--- src/rtl/core/u8sd_pkg.sv ---
// Shared types and constants for the streaming UTF-8 decoder.
// Holds result kinds, the result record and the queue push bundle.
// No dependencies.
package u8sd_pkg;

  // Byte classification masks and tags
  localparam logic [7:0] LEAD_MASK    = 8'hC0;
  localparam logic [7:0] CONT_TAG     = 8'h80;
  localparam logic [7:0] PAYLOAD_MASK = 8'h3F;
  localparam int unsigned PAYLOAD_BITS = 6;

  localparam int unsigned CP_W    = 32;
  localparam int unsigned RAW_W   = 64;
  localparam int unsigned COUNT_W = 4;

  // Result queue geometry: room for one waiting beat plus a two-result burst
  localparam int unsigned OUTQ_DEPTH = 3;
  localparam int unsigned OUTQ_PTR_W = 2;

  typedef logic [OUTQ_PTR_W-1:0] qptr_t;

  typedef enum logic [1:0] {
    KIND_ASCII   = 2'd0,
    KIND_CODE    = 2'd1,
    KIND_INVALID = 2'd2,
    KIND_END     = 2'd3
  } kind_e;

  typedef struct packed {
    kind_e              kind;
    logic [CP_W-1:0]    code_point;
    logic [RAW_W-1:0]   raw_bytes;
    logic [COUNT_W-1:0] raw_count;
    logic               last;
  } result_t;

  // Up to two results produced by one input beat, in delivery order
  typedef struct packed {
    logic [1:0] num;
    result_t    first;
    result_t    second;
  } push_t;

  function automatic qptr_t qptr_inc(input qptr_t p);
    qptr_t r;
    r = (p == qptr_t'(OUTQ_DEPTH - 1)) ? '0 : qptr_t'(p + qptr_t'(1));
    return r;
  endfunction

endpackage

--- src/rtl/core/utf8_stream_decoder_core.sv ---
// Streaming UTF-8 decoder top level: one text byte or end mark per beat.
// Results are registered in the queue and offered from its head on the output.
// Throughput: one input beat per cycle while at most one result is queued;
// a two-result beat stalls input; the queue gives at most one result per cycle.
// Reset: asynchronous, active low; clears sequence state and empties the queue.
module utf8_stream_decoder_core (
  input  logic        clk_i,
  input  logic        rst_ni,
  input  logic        in_valid_i,
  output logic        in_ready_o,
  input  logic [7:0]  text_byte_i,
  input  logic        end_of_text_i,
  output logic        out_valid_o,
  input  logic        out_ready_i,
  output logic [1:0]  kind_o,
  output logic [31:0] code_point_o,
  output logic [63:0] raw_bytes_o,
  output logic [3:0]  raw_count_o,
  output logic        last_o
);
  import u8sd_pkg::*;

  logic       accept;
  logic       pop;
  logic       busy;
  logic [1:0] level;
  push_t      push;
  result_t    head;

  // Accept only while the queue has room for a two-result burst. The check
  // looks at the registered level alone, so ready never depends on the
  // output side in the same cycle.
  assign in_ready_o  = (level <= 2'd1);
  assign accept      = in_valid_i && in_ready_o;

  // Hand out the head entry whenever the queue holds anything
  assign out_valid_o = (level != 2'd0);
  assign pop         = out_valid_o && out_ready_i;

  assign kind_o       = head.kind;
  assign code_point_o = head.code_point;
  assign raw_bytes_o  = head.raw_bytes;
  assign raw_count_o  = head.raw_count;
  assign last_o       = head.last;

  // Classify the beat, advance the sequence state, build its results
  u8sd_step u_step (
    .clk_i         (clk_i),
    .rst_ni        (rst_ni),
    .accept_i      (accept),
    .text_byte_i   (text_byte_i),
    .end_of_text_i (end_of_text_i),
    .push_o        (push),
    .busy_o        (busy)
  );

  // Hold results until the consumer takes them
  u8sd_outq u_outq (
    .clk_i   (clk_i),
    .rst_ni  (rst_ni),
    .push_i  (push),
    .pop_i   (pop),
    .head_o  (head),
    .level_o (level)
  );

`ifndef SYNTHESIS
  // The queue never holds more than its depth
  a_level_bound : assert property (@(posedge clk_i) disable iff (!rst_ni)
    level <= 2'(OUTQ_DEPTH))
    else $error("result queue overflow");

  // A two-result burst is always a cut sequence followed by the closing result
  a_burst_shape : assert property (@(posedge clk_i) disable iff (!rst_ni)
    push.num == 2'd2 |-> (push.first.kind == KIND_INVALID) && !push.first.last
                         && push.second.last)
    else $error("malformed two-result burst");

  // End of text leaves no sequence pending
  a_end_clears : assert property (@(posedge clk_i) disable iff (!rst_ni)
    accept && end_of_text_i |=> !busy)
    else $error("sequence still pending after end of text");

  // An end result always closes its beat
  a_end_last : assert property (@(posedge clk_i) disable iff (!rst_ni)
    out_valid_o && (kind_o == KIND_END) |-> last_o)
    else $error("end result without last");
`endif

endmodule

--- src/rtl/core/u8sd_step.sv ---
// Sequence tracker: classifies each input beat, updates the pending
// sequence state and builds the results it causes. Uses u8sd_pkg.
module u8sd_step (
  input  logic             clk_i,
  input  logic             rst_ni,
  input  logic             accept_i,
  input  logic [7:0]       text_byte_i,
  input  logic             end_of_text_i,
  output u8sd_pkg::push_t  push_o,
  output logic             busy_o
);
  import u8sd_pkg::*;

  logic [COUNT_W-1:0] exp_len_q, exp_len_d;
  logic [COUNT_W-1:0] cnt_q, cnt_d;
  logic [CP_W-1:0]    acc_q, acc_d;
  logic [RAW_W-1:0]   store_q, store_d;

  logic               pending;
  logic               is_ascii;
  logic               is_lead;
  logic [COUNT_W-1:0] ones;
  logic [7:0]         seed;
  logic [RAW_W-1:0]   store_push;
  logic [COUNT_W-1:0] cnt_push;
  logic [CP_W-1:0]    acc_push;
  result_t            flush_res;
  result_t            tail_res;

  assign pending  = (exp_len_q != '0);
  assign is_ascii = ~text_byte_i[7];
  assign is_lead  = ((text_byte_i & LEAD_MASK) == LEAD_MASK);
  assign busy_o   = pending;

  // Count leading ones of the lead byte
  always_comb begin
    logic found;
    found = 1'b0;
    ones  = '0;
    for (int i = 7; i >= 0; i--) begin
      if (!found) begin
        if (text_byte_i[i]) begin
          ones = COUNT_W'(ones + COUNT_W'(1));
        end else begin
          found = 1'b1;
        end
      end
    end
  end

  assign seed = text_byte_i & (8'hFF >> ones);

  // Continuation byte appended to the pending sequence
  always_comb begin
    store_push = store_q;
    cnt_push   = cnt_q;
    if (cnt_q < COUNT_W'(8)) begin
      store_push = store_q | ({{(RAW_W-8){1'b0}}, text_byte_i} << {cnt_q[2:0], 3'b000});
      cnt_push   = COUNT_W'(cnt_q + COUNT_W'(1));
    end
  end

  assign acc_push = {acc_q[CP_W-1-PAYLOAD_BITS:0], text_byte_i[PAYLOAD_BITS-1:0]};

  always_comb begin
    flush_res            = '0;
    flush_res.kind       = KIND_INVALID;
    flush_res.raw_bytes  = store_q;
    flush_res.raw_count  = cnt_q;
    flush_res.last       = 1'b0;
    tail_res             = '0;
    if (end_of_text_i) begin
      tail_res.kind       = KIND_END;
    end else begin
      tail_res.kind       = KIND_ASCII;
      tail_res.code_point = {{(CP_W-8){1'b0}}, text_byte_i};
      tail_res.raw_bytes  = {{(RAW_W-8){1'b0}}, text_byte_i};
      tail_res.raw_count  = COUNT_W'(1);
    end
    tail_res.last = 1'b1;
  end

  always_comb begin
    exp_len_d = exp_len_q;
    cnt_d     = cnt_q;
    acc_d     = acc_q;
    store_d   = store_q;
    push_o    = '0;
    if (accept_i) begin
      if (end_of_text_i || is_ascii) begin
        // Flush any cut sequence, then the ASCII or end result
        exp_len_d = '0;
        cnt_d     = '0;
        acc_d     = '0;
        store_d   = '0;
        if (pending) begin
          push_o.num    = 2'd2;
          push_o.first  = flush_res;
          push_o.second = tail_res;
        end else begin
          push_o.num   = 2'd1;
          push_o.first = tail_res;
        end
      end else if (is_lead) begin
        exp_len_d = ones;
        cnt_d     = COUNT_W'(1);
        acc_d     = {{(CP_W-8){1'b0}}, seed};
        store_d   = {{(RAW_W-8){1'b0}}, text_byte_i};
        if (pending) begin
          push_o.num        = 2'd1;
          push_o.first      = flush_res;
          push_o.first.last = 1'b1;
        end
      end else if (pending) begin
        if (cnt_push == exp_len_q) begin
          push_o.num              = 2'd1;
          push_o.first.kind       = KIND_CODE;
          push_o.first.code_point = acc_push;
          push_o.first.raw_bytes  = store_push;
          push_o.first.raw_count  = cnt_push;
          push_o.first.last       = 1'b1;
          exp_len_d = '0;
          cnt_d     = '0;
          acc_d     = '0;
          store_d   = '0;
        end else begin
          cnt_d   = cnt_push;
          acc_d   = acc_push;
          store_d = store_push;
        end
      end
    end
  end

  always_ff @(posedge clk_i or negedge rst_ni) begin
    if (!rst_ni) begin
      exp_len_q <= '0;
      cnt_q     <= '0;
      acc_q     <= '0;
      store_q   <= '0;
    end else begin
      exp_len_q <= exp_len_d;
      cnt_q     <= cnt_d;
      acc_q     <= acc_d;
      store_q   <= store_d;
    end
  end

endmodule

--- src/rtl/core/u8sd_outq.sv ---
// Three-entry result queue: takes up to two results per cycle, hands out
// one per output beat from a registered head. Uses u8sd_pkg.
module u8sd_outq (
  input  logic              clk_i,
  input  logic              rst_ni,
  input  u8sd_pkg::push_t   push_i,
  input  logic              pop_i,
  output u8sd_pkg::result_t head_o,
  output logic [1:0]        level_o
);
  import u8sd_pkg::*;

  result_t    mem_q [OUTQ_DEPTH];
  qptr_t      rptr_q, rptr_d;
  qptr_t      wptr_q, wptr_d;
  logic [1:0] level_q, level_d;
  qptr_t      wptr_next;

  assign wptr_next = qptr_inc(wptr_q);
  assign head_o    = mem_q[rptr_q];
  assign level_o   = level_q;

  always_comb begin
    rptr_d  = pop_i ? qptr_inc(rptr_q) : rptr_q;
    wptr_d  = wptr_q;
    if (push_i.num == 2'd1) begin
      wptr_d = wptr_next;
    end else if (push_i.num == 2'd2) begin
      wptr_d = qptr_inc(wptr_next);
    end
    level_d = 2'(level_q + push_i.num - {1'b0, pop_i});
  end

  always_ff @(posedge clk_i) begin
    if (push_i.num != 2'd0) begin
      mem_q[wptr_q] <= push_i.first;
    end
    if (push_i.num == 2'd2) begin
      mem_q[wptr_next] <= push_i.second;
    end
  end

  always_ff @(posedge clk_i or negedge rst_ni) begin
    if (!rst_ni) begin
      rptr_q  <= '0;
      wptr_q  <= '0;
      level_q <= '0;
    end else begin
      rptr_q  <= rptr_d;
      wptr_q  <= wptr_d;
      level_q <= level_d;
    end
  end

endmodule

--- config.mk ---
export PLATFORM = sky130hd
export DESIGN_NAME = utf8_stream_decoder_core
export DESIGN_NICKNAME = d
export VERILOG_FILES = /design/src/rtl/core/u8sd_pkg.sv /design/src/rtl/core/utf8_stream_decoder_core.sv /design/src/rtl/core/u8sd_step.sv /design/src/rtl/core/u8sd_outq.sv
export SDC_FILE = /design/constraint.sdc
export NUM_CORES = 1
export LEC_CHECK = 0
export ABC_AREA = 1
export BUFFER_PORTS_ARGS = -buffer_cell sky130_fd_sc_hd__buf_2
export CORE_UTILIZATION = 55
export DETAILED_ROUTE_END_ITERATION = 8
export HOLD_SLACK_MARGIN = 0.08
export PLACE_DENSITY = 0.76
export RECOVER_POWER = 100
export SYNTH_ARGS = -nofsm -noshare
export SYNTH_HDL_FRONTEND = slang
export SYNTH_SLANG_ARGS = --single-unit
--- constraint.sdc ---
create_clock -name clk_i -period 3.8 [get_ports clk_i]
set_input_delay 0 -clock clk_i [delete_from_list [all_inputs] [get_ports clk_i]]
set_output_delay 0 -clock clk_i [all_outputs]
set_load 0.01 [all_outputs]
==> metrics <==
r2r setup slk 0.25 ns; fin area 0.0216 mm²; full die area between 0.03 and 0.04 mm²; average size of a mapped cell between 7 and 8 µm²; gpl congestion around 0.96; slew of the pin with the lowest slew margin approximately 1.8 ns; Final Critical Period 3.59 ns; Starting DRT DRC Count 2394; top-area cell type share of the netlist area 0.259; Crit. path cell count 4; Root Buffer clkbuf_16; Reg2Reg Depth 9; die height between 150 and 200 µm; CP Max Fanout 44; sequential fraction of design power 0.401; maximum VDD drop 0.442 mV; crit-path leading delay family flip-flops; net count after synthesis about 2600; Vias approximately 18000; Slew HR -0.215; r2r endpoint u_step.store_q[57]; drt wl/cell 18.5 µm; clock share of power 0.299; Fin. Hold Viols 0; clock slew at reported path FFs 0.06 ns; Max Clock Freq 278 MHz; fillers 3033; placed cell area 0.0202 mm²; Core ar. ~0.035 mm²; Area growth, synth to finish 12.4%; post-synthesis sequential area ratio 0.487; fraction of layout cells with a size suffix above 1 0.0823; total track usage 0.318; crit path DAT 3.59 ns; routed vias/inst 5.89; Congestion Overflow GR 0; Slew Viols, Final 130; Hold WS 0.114 ns; drt pass-1 iters 6; CTS buffer count 44; RR Startpoint u_outq.level_o[1]; #FFs+latches synth 413; mapped cell area 0.0193 mm²; CP Buf/Inv Count 2; ys flop type dfxtp_1; CP Launch Point u_outq.rptr_q[1]; synth unique cells 39; maxcap violations 3; Synth area leader dfxtp_1; dpl cells 2982; fin nets between 2000 and 3000; Synth top cells by count nand2_1, nand3_1, inv_1, dfxtp_1, nor2_1; Std-Cell Rows 68; clk_lat worst skew 0.56 ns; largest net degree at the start of global routing slightly above 100; initial antenna violation count 2; most frequent cell after synthesis nand2_1; Final Cycle Share 0.946; first-pass GRT wire length 90900 µm; vias in the first global route between 15000 and 20000; P_int approximately 8800 µW; Cell Pwr Density 652 mW/mm²; CTS tree done; final std cells w/o fill just over 3000; Die X approximately 190 µm; CTS sink count 413; Remaining DRCs 0; Initial Util 0.558; CP Class reg -> out; CP Launch Type flop; HP Class in -> reg; final setup vio count 0; Port Buffers roughly 120; Worst Setup End Kind primary output; H-tree levels 2; Slowest-stage cell, CP dfrtp_1; worst setup path endpoint code_point_o[11]; number of synthesized flops with an enable pin 60; failing checks capacitance limit, slew limit; Clock Skews ~0.018 ns; Routed WL roughly 57000 µm; largest cells by area after synthesis dfxtp_1, dfrtp_1, nand2_1; switching share of power 0.376; status finished, violations left; Ports approximately 120; crit-path max cell delay between 1.5 and 2 ns; Syn. warnings 0; Crit path required time roughly 3.8 ns; hpwl dp 35100 µm; Leak 0.00877 µW; Mapped Cells 2538; Cell Chain, Critical Path or2_4, clkbuf_2, o221ai_1, clkbuf_1; Net Switching 5300 µW; antenna viol nets, final 0; CTS max path bufs 3; combinational share of power 0.300; Post-synth ARST share 0.252; setup_tns 0 ns
## power by group through the flow
stage                     Sequential (µW)  Combinational, µW  Clock (µW)
after global placement               5700               4170           0
final                                5660               4230        4230
after global routing                 5720               4580        4450
after CTS                            5640               4290        4260
after detailed placement             5730               4260           0
after floorplan                      5550               2800           0
## registers in the layout, indices dropped and copies added, names as in the netlist
name / count
u_outq.mem_q: 309
u_step.exp_len_q: 4
u_step.cnt_q: 4
u_step.store_q: 64
u_outq.level_o: 2
u_outq.wptr_q: 2
u_outq.rptr_q: 2
u_step.acc_q: 26
## cell usage in the layout, fill, tap and decap left out, types with 6 or more instances in the layout
| master | instances |
|---|---|
| a21oi_1 | 59 |
| a22o_1 | 7 |
| buf_12 | 7 |
| buf_2 | 16 |
| buf_4 | 28 |
| clkbuf_1 | 114 |
| clkbuf_16 | 45 |
| clkbuf_8 | 9 |
| dfrtp_1 | 103 |
| dfxtp_1 | 249 |
| dlygate4sd3_1 | 16 |
| edfxtp_1 | 60 |
| ha_1 | 12 |
| inv_1 | 271 |
| inv_2 | 14 |
| nand2_1 | 654 |
| nand3_1 | 322 |
| nand4_1 | 9 |
| nor2_1 | 151 |
| nor2_2 | 6 |
| nor3_1 | 12 |
| o211ai_1 | 73 |
| o21ai_0 | 170 |
| o21ai_1 | 19 |
| o21ai_2 | 42 |
| o221ai_1 | 32 |
| o22ai_1 | 65 |
## worst min-delay path: stages
cell and delay, ns:
buf_2 0.14, buf_4 0.16, nand3_1 0.12, nor2_1 0.07, nand2_1 0.07, a21oi_1 0.07
## worst min-delay path by stage
stage | from | to | slack, ns | cells past startpoint
final | text_byte_i[7] | u_step.store_q[15] | 0.11 | 6
after global routing | text_byte_i[7] | u_step.store_q[15] | 0.16 | 6
after CTS | text_byte_i[7] | u_step.store_q[15] | 0.08 | 6
after detailed placement | rst_ni | u_step.acc_q[13] | 0.14 | 1
after global placement | rst_ni | u_step.acc_q[13] | 0.12 | 1
after floorplan | rst_ni | u_outq.level_o[0] | -0.30 | 0
## cell type report
type	count	area (µm²)	share of cell area
antenna	2	5.00	0.000231
clock buffer	66	1290	0.0598
clock inverter	16	134	0.00618
inverter	289	1090	0.0502
multi-input combinational	1660	8110	0.375
sequential	413	9390	0.434
tap	455	569	0.0263
timing repair buffer	181	1060	0.0489
## metrics by stage
step | setup slack, ns | power (µW) | utilization
after floorplan | 0.0113 | 8360 | -
after global placement | 0.00321 | 9870 | 0.586
after detailed placement | -0.0952 | 9990 | 0.586
after CTS | 0.155 | 14200 | 0.632
after global routing | -0.00565 | 14800 | 0.627
final | 0.206 | 14100 | 0.627
## metal layers
layer / vias to the layer above / wire (µm) / part of all wire / global-route usage
met3: 112 / 6400 / 0.11 / 0.0747
met5: - / 13 / 0.00023 / 0
met1: 8580 / 23900 / 0.42 / 0.440
li1: 8468 / - / - / -
met2: 986 / 25600 / 0.45 / 0.491
met4: 2 / 1220 / 0.021 / 0.102
## repair_timing
item                                    CTS  global route
setup buffers                             0             0
gates resized for setup                   0             9
endpoints found under the setup margin    0             6
hold endpoints to repair                142             0
hold buffers                             16             0
## cell families after synthesis
group,Yosys count,synth area share
flip-flops,413,0.487
AND/OR/NAND/NOR,1171,0.256
adder cells (fa/ha/maj),12,0.00779
buffers and inverters,465,0.0931
XOR/XNOR,5,0.00227
AO/OA/AOI/OAI,472,0.153
Note: power is estimated with default switching activity, not from simulation.
